**src/rtl/core/blstk_pkg.sv**
```systemverilog
// Shared types and codes for the bounded LIFO stack.
package blstk_pkg;

    // Command codes
    localparam logic [2:0] CMD_PUSH      = 3'd0;
    localparam logic [2:0] CMD_POP       = 3'd1;
    localparam logic [2:0] CMD_PEEK      = 3'd2;
    localparam logic [2:0] CMD_DUMP_UP   = 3'd3;
    localparam logic [2:0] CMD_DUMP_DOWN = 3'd4;

    // Result status codes
    localparam logic [1:0] STAT_OK    = 2'd0;
    localparam logic [1:0] STAT_FULL  = 2'd1;
    localparam logic [1:0] STAT_EMPTY = 2'd2;

    localparam int CAP_W   = 5;
    localparam int WORD_W  = 32;
    localparam int COUNT_W = 5;

    typedef struct packed {
        logic [2:0]               cmd;
        logic signed [WORD_W-1:0] push_value;
    } in_item_t;

    typedef struct packed {
        logic signed [WORD_W-1:0] data_word;
        logic [1:0]               status;
        logic                     last_of_run;
        logic [COUNT_W-1:0]       entry_count;
    } out_item_t;

    typedef enum logic [1:0] {
        ST_IDLE,
        ST_PEEK,
        ST_DUMP
    } state_t;

endpackage

```
**src/rtl/core/bounded_lifo_stack.sv**
```systemverilog
// Bounded LIFO stack of signed words held in a one-port-read synchronous memory.
//
// Usage:
//   Commands enter on item (cmd, push_value) and transfer at a rising edge with
//   start high and busy low. Each result is driven on result for exactly one
//   cycle with done high; the receiver cannot stall, so every result is taken
//   in the cycle it appears.
//   Push, pop, unknown commands and any command on an empty stack: result in the
//   next cycle after the transfer, busy stays low, so one command per cycle.
//   Peek of a held entry: one memory read, result registered from the read
//   data in the peek state, busy high for one cycle.
//   Dump of n entries: one memory read per cycle through the single read
//   port, n results back to back, each registered from the read data in the
//   dump state, last_of_run on the final one, busy high while the dump runs.
//   Capacity register: written over cfg_valid/cfg_ready/cfg_data, ready while
//   not busy; a value above DEPTH acts as DEPTH, zero makes every push full.
//   Reset: stack empty, capacity 16, no result pending. The entry memory is
//   not cleared; only entries below the fill count are ever read.
module bounded_lifo_stack #(
    parameter int DEPTH      = 16,
    parameter int DATA_WIDTH = 32
) (
    input  logic                         clk,
    input  logic                         rst_n,
    input  logic                         start,
    output logic                         busy,
    input  blstk_pkg::in_item_t          item,
    output logic                         done,
    output blstk_pkg::out_item_t         result,
    input  logic                         cfg_valid,
    output logic                         cfg_ready,
    input  logic [blstk_pkg::CAP_W-1:0]  cfg_data
);
    import blstk_pkg::*;

    localparam int CW   = $clog2(DEPTH + 1);          // fill count width
    localparam int AW   = $clog2(DEPTH);              // memory address width
    localparam int CMPW = (CW > CAP_W) ? CW : CAP_W;  // compare width

    // Entry memory: one write port, one registered read port
    logic [DATA_WIDTH-1:0] mem [DEPTH];
    logic [DATA_WIDTH-1:0] rd_data_reg;
    logic                  wr_en;
    logic [AW-1:0]         wr_addr;
    logic [DATA_WIDTH-1:0] wr_data;
    logic                  rd_en;
    logic [AW-1:0]         rd_addr;

    // Control state
    state_t         state_reg, state_next;
    logic [CW-1:0]  count_reg, count_next;
    logic [CAP_W-1:0] cap_reg;
    logic [AW-1:0]  addr_reg, addr_next;      // next dump read address
    logic [CW-1:0]  left_reg, left_next;      // dump results still to emit
    logic           dir_up_reg, dir_up_next;
    logic           done_reg, done_next;
    out_item_t      result_reg, result_next;

    // Derived values
    logic [CMPW-1:0] cap_ext;
    logic [CMPW-1:0] eff_cap;
    logic [CMPW-1:0] count_ext;
    logic [CMPW-1:0] count_next_ext;
    logic            is_full;
    logic            is_empty;
    logic [AW-1:0]   top_addr;
    logic [63:0]     push_ext;
    logic [63:0]     rd_ext;
    logic [WORD_W-1:0] rd_word;

    assign cap_ext        = CMPW'(cap_reg);
    assign eff_cap        = (cap_ext > CMPW'(DEPTH)) ? CMPW'(DEPTH) : cap_ext;
    assign count_ext      = CMPW'(count_reg);
    assign count_next_ext = CMPW'(count_next);
    assign is_full        = (count_ext >= eff_cap);
    assign is_empty       = (count_reg == '0);
    assign top_addr       = AW'(count_reg - CW'(1));

    // Stored words are the low DATA_WIDTH bits of the zero-extended input word
    assign push_ext = {32'b0, item.push_value};
    assign wr_data  = DATA_WIDTH'(push_ext);
    assign rd_ext   = 64'(rd_data_reg);
    assign rd_word  = rd_ext[WORD_W-1:0];

    assign busy      = (state_reg != ST_IDLE);
    assign cfg_ready = (state_reg == ST_IDLE);
    assign done      = done_reg;
    assign result    = result_reg;

    always_ff @(posedge clk)
    begin
        if (wr_en)
        begin
            mem[wr_addr] <= wr_data;
        end
        if (rd_en)
        begin
            rd_data_reg <= mem[rd_addr];
        end
    end

    always_ff @(posedge clk or negedge rst_n)
    begin
        if (!rst_n)
        begin
            state_reg  <= ST_IDLE;
            count_reg  <= '0;
            cap_reg    <= CAP_W'(16);
            addr_reg   <= '0;
            left_reg   <= '0;
            dir_up_reg <= 1'b0;
            done_reg   <= 1'b0;
        end
        else
        begin
            state_reg  <= state_next;
            count_reg  <= count_next;
            addr_reg   <= addr_next;
            left_reg   <= left_next;
            dir_up_reg <= dir_up_next;
            done_reg   <= done_next;
            if (cfg_valid && cfg_ready)
            begin
                cap_reg <= cfg_data;
            end
        end
    end

    // Result payload carries no reset
    always_ff @(posedge clk)
    begin
        result_reg <= result_next;
    end

    always_comb
    begin
        state_next  = state_reg;
        count_next  = count_reg;
        addr_next   = addr_reg;
        left_next   = left_reg;
        dir_up_next = dir_up_reg;
        done_next   = 1'b0;
        wr_en       = 1'b0;
        wr_addr     = count_reg[AW-1:0];
        rd_en       = 1'b0;
        rd_addr     = addr_reg;
        result_next = result_reg;
        result_next.data_word   = '0;
        result_next.status      = STAT_OK;
        result_next.last_of_run = 1'b1;

        unique case (state_reg)
            ST_IDLE:
            begin
                if (start)
                begin
                    done_next = 1'b1;
                    unique case (item.cmd)
                        CMD_PUSH:
                        begin
                            if (is_full)
                            begin
                                result_next.status = STAT_FULL;
                            end
                            else
                            begin
                                wr_en      = 1'b1;
                                count_next = count_reg + CW'(1);
                            end
                        end
                        CMD_POP:
                        begin
                            if (is_empty)
                            begin
                                result_next.status = STAT_EMPTY;
                            end
                            else
                            begin
                                count_next = count_reg - CW'(1);
                            end
                        end
                        CMD_PEEK:
                        begin
                            if (is_empty)
                            begin
                                result_next.status = STAT_EMPTY;
                            end
                            else
                            begin
                                done_next  = 1'b0;
                                rd_en      = 1'b1;
                                rd_addr    = top_addr;
                                state_next = ST_PEEK;
                            end
                        end
                        CMD_DUMP_UP, CMD_DUMP_DOWN:
                        begin
                            if (is_empty)
                            begin
                                result_next.status = STAT_EMPTY;
                            end
                            else
                            begin
                                done_next   = 1'b0;
                                rd_en       = 1'b1;
                                left_next   = count_reg;
                                dir_up_next = (item.cmd == CMD_DUMP_UP);
                                state_next  = ST_DUMP;
                                if (item.cmd == CMD_DUMP_UP)
                                begin
                                    rd_addr   = '0;
                                    addr_next = AW'(1);
                                end
                                else
                                begin
                                    rd_addr   = top_addr;
                                    addr_next = top_addr - AW'(1);
                                end
                            end
                        end
                        default:
                        begin
                            // unknown command: plain ok result, no change
                        end
                    endcase
                end
            end
            ST_PEEK:
            begin
                done_next             = 1'b1;
                result_next.data_word = rd_word;
                state_next            = ST_IDLE;
            end
            ST_DUMP:
            begin
                done_next               = 1'b1;
                result_next.data_word   = rd_word;
                result_next.last_of_run = (left_reg == CW'(1));
                left_next               = left_reg - CW'(1);
                if (left_reg == CW'(1))
                begin
                    state_next = ST_IDLE;
                end
                else
                begin
                    // read ahead the next entry while this one is emitted
                    rd_en     = 1'b1;
                    rd_addr   = addr_reg;
                    addr_next = dir_up_reg ? (addr_reg + AW'(1)) : (addr_reg - AW'(1));
                end
            end
            default:
            begin
                state_next = ST_IDLE;
            end
        endcase

        result_next.entry_count = count_next_ext[COUNT_W-1:0];
    end

    // Fill count never exceeds the memory depth
    a_count_bound: assert property (@(posedge clk) disable iff (!rst_n)
        count_reg <= CW'(DEPTH))
        else $error("fill count above depth");

    // A dump in progress always has a result left to emit
    a_dump_left: assert property (@(posedge clk) disable iff (!rst_n)
        (state_reg == ST_DUMP) |-> (left_reg != '0))
        else $error("dump running with nothing left");

    // Results of one dump come on consecutive cycles
    a_dump_run: assert property (@(posedge clk) disable iff (!rst_n)
        (done && !result.last_of_run) |=> done)
        else $error("gap inside a dump run");

    // A full report leaves the fill count unchanged
    a_full_hold: assert property (@(posedge clk) disable iff (!rst_n)
        (start && !busy && item.cmd == CMD_PUSH && is_full) |=> $stable(count_reg))
        else $error("fill count moved on a full push");

endmodule

```
**config.mk**
```make
export PLATFORM = sky130hd
export DESIGN_NAME = bounded_lifo_stack
export DESIGN_NICKNAME = d
export VERILOG_FILES = /design/src/rtl/core/blstk_pkg.sv /design/src/rtl/core/bounded_lifo_stack.sv
export SDC_FILE = /design/constraint.sdc
export NUM_CORES = 1
export LEC_CHECK = 0
export BUFFER_PORTS_ARGS = -buffer_cell sky130_fd_sc_hd__buf_2
export CAP_MARGIN = 30
export CORE_MARGIN = 2
export CORE_UTILIZATION = 45
export DETAILED_ROUTE_END_ITERATION = 8
export HOLD_SLACK_MARGIN = 0.15
export PLACE_DENSITY_LB_ADDON = 0.15
export SKIP_CTS_REPAIR_TIMING = 1
export SLEW_MARGIN = 20
export SYNTH_ARGS = -nofsm -noshare
export SYNTH_HDL_FRONTEND = slang
export SYNTH_SLANG_ARGS = --single-unit
```
**constraint.sdc**
```tcl
create_clock -name clk -period 13.9 [get_ports clk]
set_input_delay 1.39 -clock clk [delete_from_list [all_inputs] [get_ports clk]]
set_output_delay 1.39 -clock clk [all_outputs]
set_load 0.05 [all_outputs]
```
**Word-level counts from Yosys, hierarchy flattened**

Memory sizes are Yosys's and may differ from the RTL's. A register that Yosys moved wholly into a read port is not among the register bits.
Index checks and enable logic that the tools add are counted.
Widths: inputs -> output; s select.

- Equal/unequal tests: 15
- $add $sub $neg: 6
- Bitwise logic cells: 1
- Mux-type cells: 47
- $lt $le $gt $ge: 2
- Reductions and logical operators: 15

Operators with widths:

| kind | number |
|---|---|
| $mux 4 | 11 |
| $mux 5 | 8 |
| $pmux 5 s2 | 2 |
| $pmux 4 s2 | 2 |
| $mux 1 | 14 |
| $pmux 2 s2 | 3 |
| $mux 2 | 5 |
| $reduce_and 5->1 | 2 |
| $sub 5x1->5 const B | 2 |
| $ne 2x2->1 const B | 4 |
| $reduce_and 4->1 | 2 |
| $sub 4x1->4 const B | 2 |
| $eq 3x2->1 const B | 2 |
| $ne 3x3->1 const B | 2 |
| $add 5x1->5 const B | 1 |
| $eq 5x1->1 const B | 1 |
| $ge 5x5->1 | 1 |
| $gt 5x5->1 const B | 1 |
| $logic_not 5->1 | 1 |
| $add 4x1->4 const B | 1 |
| $pmux 1 s2 | 2 |
| $reduce_bool 2->1 | 2 |
| $reduce_or 2->1 | 2 |
| $reduce_or 4->1 | 1 |
| other kinds (12) | 12 |

- Output and inout bits: 43
- Bits in registers: 63
- Memory bits (writable): 512
- Bits of input ports: 44
- Word-level logic and storage cells: 98
- Memories: 1

Memory list:

| memory | depth | bits a word | rd ports | clocked after memory_dff | wr ports | RTL line | text |
|---|---|---|---|---|---|---|---|
| mem | 16 | 32 | 1 | 1 | 1 | bounded_lifo_stack.sv:41 | `logic [DATA_WIDTH-1:0] mem [DEPTH];` |

**Depth between registers and ports, before layout**

Gate-level depths: netlist of the first run.

- Depth after elaboration: 9
- Gate-level depth with buffers: 14
- Depth with buffers taken out: 9

**Least setup slack after synthesis of the first run**

Ideal clock, no wire load.

- Path type: in2reg
- Start: in item[33] (netlist bit)
- End: mem mem[3][0], enable pin
- Required time: 13.439 ns
- Setup time: 0.461 ns
- Path buffers: 2
- Arrival time: 5.061 ns
- Path slack: 8.378 ns
- Stages on the path: 8
- Cell sequence: buf_2 or2_2 clkbuf_1 nor2_1 nand2_1 a211oi_1 nand2_1 nor3_1

- Cells in the longest elaborated chain, start to end: 6

RTL lines:

| element | RTL line | text |
|---|---|---|
| start: declaration | bounded_lifo_stack.sv:27 | `input blstk_pkg::in_item_t item,` |
| $logic_not 3->1 | bounded_lifo_stack.sv:158 | `unique case (item.cmd)` |
| $mux 1 | bounded_lifo_stack.sv:158 |  |
| $mux 1 | bounded_lifo_stack.sv:155 | `if (start)` |
| $mux 1 | bounded_lifo_stack.sv:152 | `unique case (state_reg)` |
| $mux 1 | bounded_lifo_stack.sv:92 | `if (wr_en)` |
| $mux 1 (not written as such) | bounded_lifo_stack.sv:94 | `mem[wr_addr] <= wr_data;` |
| end: declaration | bounded_lifo_stack.sv:41 |  |

No other way between the ends.

**Worst setup path in the final report of the first run**

- Start: reg count_reg[0], in the netlist count_ext[0]
- End: reg rd_data_reg[22] (read register of mem), data pin

- Cells in the longest elaborated chain, start to end: 6

RTL lines:

| element | RTL line | text |
|---|---|---|
| start: declaration | bounded_lifo_stack.sv:51 | `logic [CW-1:0] count_reg, count_next;` |
| start signal: assignment | bounded_lifo_stack.sv:117 | `count_reg <= count_next;` |
| $sub 5x1->5 | -- |  |
| $mux 4 | bounded_lifo_stack.sv:209 | `if (item.cmd == CMD_DUMP_UP)` |
| $mux 4 | bounded_lifo_stack.sv:198 | `if (is_empty)` |
| $pmux 4 s2 | bounded_lifo_stack.sv:158 |  |
| $mux 4 | bounded_lifo_stack.sv:155 |  |
| $mux 4 | -- |  |
| end: declaration | bounded_lifo_stack.sv:42 | `logic [DATA_WIDTH-1:0] rd_data_reg;` |

Parallel ways exist; a longest one is shown, timed or not.
A chain may end at the register's enable or synchronous reset.

==> summary.md, run 1 <==
| Metric | Value |
|---|---|
| Worst setup EP type | flip-flop |
| Post-synth top area share | 0.7037 |
| Critical path's most frequent cell | buf_4 |
| PnR worst setup slack | 9.044 ns |
| Netlist cell types | 57 |
| Ys flop type | edfxtp_1 |
| Cell Area, Synth | 23,210 sq um |
| DRT iter0 DRCs | 1,026 |
| # diodes | 0 |
| Switching share of power | 0.3152 |
| Worst R2R Setup Slack | 9.04 ns |
| Design Area, Final | 26,440 sq um |
| Dpl hpwl | 24,930 um |
| Comb power frac | 0.298 |
| Clock Power Share | 0.293 |
| Pre-CTS WS | 8.775 ns |
| Num Clock Sinks | 607 |
| CP max stage delay | 0.72 ns |
| Pwr/cell area | 207.5 nW/um^2 |
| Total gr overflow | 0 |
| Yosys warning count | 0 |
| DRT antenna net count | 0 |
| Final period util | 0.3494 |
| Clk root buf | clkbuf_16 |
| Worst Skew | 0.01703 ns |
| Row cnt | 83 |
| Slew margin rel. | 0.4080 |
| GPL Wtd Cong | 0.8631 |
| Reg area | 17,710 sq um |
| Achievable Freq | 205.9 MHz |
| Worst Path Max Fanout | 42 |
| DP Area | 24,470 sq um |
| Die Ht | 231.1 um |
| Worst-Margin Slew | 0.8881 ns |
| Commonest non-fill, non-tap cell in the layout | edfxtp_1 |
| Post-synthesis sequential area ratio | 0.7631 |
| DIE AREA | 53,420 sq um |
| Asr flop ratio synth | 0.03789 |
| Setup TNS | 0 ns |
| Layout net count | 1,330 |
| Slowest CP cell | buf_4 |
| WL/cell | 25.93 um |
| Power Internal | 3.757 mW |
| Via count | 11,340 |
| Clk_lat worst skew | 0.63 ns |
| GRT Total Usage | 0.1970 |
| Initial antenna violation count | 4 |
| Area of the multi-input gates | 5181 sq um |
| Worst Path Arrival | 5.22 ns |
| Part of the power in registers | 0.409 |
| CTS max path bufs | 3 |
| Core area | 51,200 sq um |
| Startpoint Class | flip-flop |
| Critical path class | reg -> reg |
| Final Hold Violating Endpoints | 0 |
| Critical path, cell by cell | inv_1 > ha_1 > or4b_1 > nand2_2 > o21ai_1 > o41ai_4 > buf_4 > buf_4 > buf_16 > mux4_2 > a22oi_1 > nand2_1 |
| Tot Pwr | 5.487 mW |
| First drt pass iteration count | 5 |
| Total CTS buffers | 59 |
| Max reg flops | 512 |
| Routed WL | 51,740 um |
| Layout cells sized above 1 | 0.2806 |
| Worst Hold Slack | 0.4467 ns |
| Status | completed |
| Maxcap violations | 0 |
| I/O pin count | 87 |
| Largest net degree at the start of global routing | 129 |
| Die span in x | 231.1 um |
| Number of global-route vias before repair | 11,510 |
| CTS tree | built |
| Most frequent cells in the layout | edfxtp_1 (544), mux4_2 (128), buf_2 (86), a22oi_1 (64), nand2_1 (64) |
| Leading area contributor after synthesis | edfxtp_1 |
| Vias per cell | 5.685 |
| Lkg Pwr | 8.818 nW |
| Post-synthesis area per instance | 20.24 sq um |
| Slew Viols, Final | 0 |
| Post-synth EDFFs | 544 |
| CP required | 14.26 ns |
| Fill count | 4,067 |
| CTS HTree Levels | 2 |
| Starting Density | 0.4534 |
| CTS clock-pin slew for the worst setup and hold paths | 0.06 ns |
| Seq cells post-synth | 607 |
| Syn Nets | 1,212 |
| Remaining DRCs | 0 |
| Final Setup Violations | 0 |
| First-pass GRT wire length | 76,100 um |
| RSZ-0062 raised after global routing | false |
| Psw | 1.729 mW |
| Synth-to-Final Area Change | 13.90% |
| Number of port buffers | 86 |
| Gate Count Post-Synth | 1,147 |
| Worst Hold Class | reg -> reg |
| Tmin final | 4.856 ns |
| VDD IR max | 177.3 uV |
| Synth top area cells | edfxtp_1 (70%), mux4_2 (12%), dfxtp_1 (3.4%) |
cells in the mapped netlist (3+ instances only):
cell	instances
nand4_1	3
a22oi_1	64
edfxtp_1	544
a21oi_1	14
a211oi_1	3
nor2b_1	3
mux4_2	128
mux2_2	5
xnor2_1	6
and3_1	10
o21ai_0	15
and2_1	34
a31oi_1	3
nor2_1	28
buf_2	23
dfrtp_1	22
dfxtp_1	40
clkbuf_1	18
o22ai_1	6
nor4_1	4
a21o_1	4
buf_6	14
nand3_1	6
nand2_1	64
inv_1	15
nor3_1	10
ha_1	20
layer usage:
metal	share of wire	vias up	track usage	wire, um
met2	0.48	348	0.3206	25040
met4	0.022	4	0.05665	1148
met5	0.00041	-	0	21
li1	-	4921	-	-
met1	0.44	5979	0.2762	22640
met3	0.056	90	0.03310	2891
cell type report:
class                           count  area share
Clock buffer                       79     0.06171
Clock inverter                     32     0.01259
Inverter                           15    0.002130
Multi-Input combinational cell    468      0.1960
Sequential cell                   607      0.6700
Tap cell                          680     0.03218
Timing Repair Buffer              114     0.02546
kinds of logic (layout without fill, tap and decap cells):
| logic type | Yosys count | in the layout | synth area share |
|---|---|---|---|
| xor gates and xnor gates | 8 | 8 | 0.003019 |
| DFF | 607 | 607 | 0.7631 |
| muxes | 134 | 134 | 0.1270 |
| and+or+nand+nor | 171 | 171 | 0.03611 |
| AOI/OAI and AO/OA | 134 | 134 | 0.04107 |
| buffers and inverters | 72 | 240 | 0.01806 |
| adders and majority gates | 21 | 21 | 0.01164 |
power by group through the flow:
stage                     sequential (mW)  clock, mW  combinational, mW
after floorplan                      2.40          0               1.11
after global placement               2.28          0               1.64
after detailed placement             2.29          0               1.65
after CTS                            2.25       1.65               1.66
after global routing                 2.26       1.71               1.78
final                                2.25       1.61               1.63
worst max-delay path: cells and delay by family, from the launching register on:
kind	cells	cell delay, ns
adder cells (fa/ha/maj)	1	0.24
AND/OR/NAND/NOR	3	0.97
flip-flops	1	0.54
buffers and inverters	4	1.74
AO/OA/AOI/OAI	3	0.46
multiplexers	1	0.54
per-stage QoR:
step,utilization,std cells
3_5_place_dp,0.4780,1884
2_1_floorplan,-,1147
3_3_place_gp,0.4775,1883
6_report,0.5164,1995
4_1_cts,0.5164,1995
5_1_grt,0.5164,1995
worst paths after layout:
path                                           from                        end  cells after the start
max                          count_ext[0]$_DFF_PN0_  rd_data_reg[22]$_DFFE_PP_                     12
max reg2reg                  count_ext[0]$_DFF_PN0_  rd_data_reg[22]$_DFFE_PP_                     12
min                        rd_data_reg[8]$_DFFE_PP_      result[16]$_SDFF_PN0_                      1
min reg2reg                rd_data_reg[8]$_DFFE_PP_      result[16]$_SDFF_PN0_                      1
min in group asynchronous                     rst_n     count_ext[1]$_DFF_PN0_                      1
max in group asynchronous                     rst_n   state_reg[0]$_DFFE_PN0P_                      1
No activity file was read; power rests on OpenSTA's default activity.
==> run 2, diff against run 1 <==
- ABC_AREA: not set -> 1
- clock period: 13.9 -> 3.9 ns (I/O delays scaled with it)
==> summary.md, run 2 <==
| Metric | Value |
|---|---|
| Status | completed |
| # diodes | 0 |
| Setup TNS | 0 ns |
| I/O pin count | 87 |
| Ys flop type | edfxtp_1 |
| Post-synth EDFFs | 544 |
| CP max stage delay | 0.40 ns |
| Core area | 57,700 sq um |
| Post-synth top area share | 0.6218 |
| Worst reg2reg path depth | 12 |
| Fin cells | 3,354 |
| Fill count | 5,101 |
| Clk_lat worst skew | 0.60 ns |
| Routed WL | 64,270 um |
| Pwr/cell area | 738.0 nW/um^2 |
| Tmin final | 3.162 ns |
| Bufs and invs on worst path | 4 |
| Util after Layout | 0.5226 |
| Worst Hold Slack | 0.1836 ns |
| CTS clock-pin slew for the worst setup and hold paths | 0.06 ns |
| CTS tree | built |
| WL/cell | 19.16 um |
| Seq cells post-synth | 607 |
| Largest net degree at the start of global routing | 104 |
| Layout net count | 2,603 |
| Worst Path Max Fanout | 26 |
| Most numerous cell in the Yosys netlist | nand3_1 |
| Critical path, cell by cell | inv_1 > ha_2 > nand2_1 > inv_1 > nand3_2 > nand2_1 > o211ai_1 > inv_2 > buf_4 > nand3_1 > nand3_1 > nand2_1 |
| Worst setup EP type | flip-flop |
| GRT Total Usage | 0.2152 |
| CP Depth | 12 |
| Placed instance count | 3,228 |
| CTS HTree Levels | 3 |
| Row cnt | 88 |
| Hold path depth | 3 |
| Cell Area, Synth | 26,270 sq um |
| Number of port buffers | 86 |
| DP Area | 28,030 sq um |
| Yosys warning count | 0 |
| Leading area contributor after synthesis | edfxtp_1 |
| Layout cells sized above 1 | 0.1081 |
| DRT antenna net count | 0 |
| Critical path's most frequent cell | nand2_1 |
| DRT iter0 DRCs | 1,432 |
| Critical path class | reg -> reg |
| Slew margin rel. | 0.4125 |
| Startpoint Class | flip-flop |
| Worst R2R Setup Slack | 0.74 ns |
| Syn Nets | 2,513 |
| First-pass GRT wire length | 99,420 um |
| GPL Wtd Cong | 0.8200 |
| Vias per cell | 5.238 |
| Dpl hpwl | 36,830 um |
| Netlist cell types | 38 |
| First drt pass iteration count | 5 |
| Maxcap violations | 0 |
| Lkg Pwr | 12.63 nW |
| Asr flop ratio synth | 0.03789 |
| PnR worst setup slack | 0.7383 ns |
| Worst R2R Start | state_reg[0]$_DFFE_PN0P_ |
| Gate Count Post-Synth | 2,448 |
| Worst Path Arrival | 3.51 ns |
| RSZ-0062 raised after global routing | false |
| Synth-to-Final Area Change | 14.76% |
| Clk root buf | clkbuf_16 |
| Total gr overflow | 0 |
| Initial antenna violation count | 0 |
| Worst Skew | 0.02964 ns |
| Slowest CP cell | dfrtp_1 |
| Most frequent cells in the layout | nand3_1 (588), edfxtp_1 (544), nand2_1 (515), inv_1 (391), buf_2 (86) |
| Die Ht | 245.6 um |
| Tot Pwr | 22.25 mW |
| Slew Viols, Final | 0 |
| Achievable Freq | 316.3 MHz |
| Post-synthesis area per instance | 10.73 sq um |
| CTS max path bufs | 3 |
| Worst-Margin Slew | 0.8813 ns |
| Via count | 17,570 |
| Total CTS buffers | 66 |
| Design Area, Final | 30,150 sq um |
| Starting Density | 0.4553 |
| Commonest non-fill, non-tap cell in the layout | nand3_1 |
| VDD IR max | 493.6 uV |
| Reg2reg end | rd_data_reg[2]$_DFFE_PP_ |
| Post-synthesis sequential area ratio | 0.6743 |
| CP required | 4.24 ns |
| Final Hold Violating Endpoints | 0 |
| Final period util | 0.8107 |
| Worst Hold Class | in -> reg |
| Number of global-route vias before repair | 17,020 |
| Post-synth top cells | nand3_1 (588), edfxtp_1 (544), nand2_1 (516), inv_1 (392), buf_2 (100) |
| Max reg flops | 512 |
| Remaining DRCs | 0 |
| DIE AREA | 60,330 sq um |
| Final Setup Violations | 0 |
| Min-delay src | start |
| Hold Crit Endpoint | result[7]$_SDFF_PN0_ |
| Pre-CTS WS | 0.7307 ns |
| Num Clock Sinks | 607 |
| Synth top area cells | edfxtp_1 (62%), nand3_1 (11%), nand2_1 (7.4%) |
| Die span in x | 245.6 um |
| Crit-path leading delay family | simple AND/OR/NAND/NOR gates |
[run 2: changes by cell type after synthesis, sizes merged, moves of 9 or more]
cell    delta
nand3    +586
nand2    +453
inv      +380
mux4     -128
buf       +91
a22oi     -63
nand3b    +63
and2      -34
o21ai     +14
nor2      +11
and3      -10
nor3       -9
[run 2: logic make-up (layout without fill, tap and decap cells)]
family | Yosys count | after routing | share of synthesized area
buffers and inverters | 537 | 678 | 0.08649
AO/OA/AOI/OAI | 54 | 54 | 0.01181
adder cells (fa/ha/maj) | 21 | 21 | 0.01029
XOR/XNOR | 10 | 10 | 0.003334
flip-flops | 607 | 607 | 0.6743
multiplexers | 3 | 3 | 0.001286
AND/OR/NAND/NOR | 1216 | 1216 | 0.2125
[run 2: final cells by class]
type / count / area (sq um) / area share
Sequential cell: 607 / 17710 / 0.5875
Tap cell: 765 / 957.2 / 0.03175
Clock buffer: 87 / 1793 / 0.05947
Timing Repair Buffer: 164 / 1484 / 0.04922
Clock inverter: 32 / 255.2 / 0.008466
Inverter: 395 / 1485 / 0.04926
Multi-Input combinational cell: 1304 / 6461 / 0.2143
[run 2: per-layer routing]
layer / vias to the layer above / share of wire / track usage
met4: 0 / 0.028 / 0.07718
met3: 118 / 0.057 / 0.03318
met5: - / 0 / 0
met2: 495 / 0.48 / 0.3516
met1: 8566 / 0.43 / 0.2923
li1: 8389 / - / -
[run 2: worst max-delay path by stage]
stage,start,endpoint
after detailed placement,state_reg[0]$_DFFE_PN0P_,rd_data_reg[2]$_DFFE_PP_
after CTS,state_reg[0]$_DFFE_PN0P_,rd_data_reg[2]$_DFFE_PP_
after floorplan,cap_ext[0]$_DFFE_PN0P_,mem[0][0]$_DFFE_PP_
after global routing,cap_ext[1]$_DFFE_PN0P_,mem[13][10]$_DFFE_PP_
final,state_reg[0]$_DFFE_PN0P_,rd_data_reg[2]$_DFFE_PP_
after global placement,cap_ext[0]$_DFFE_PN0P_,mem[6][17]$_DFFE_PP_
[run 2: where the power goes]
part	internal, mW	total [mW]	switching (mW)
clock network	3.45	5.95	2.50
logic	2.48	8.37	5.89
registers	7.72	7.93	0.211
[run 2: worst min-delay path, stage by stage]
cell,delay [ns]
buf_2,0.11
nand2_1,0.14
nor2_1,0.09
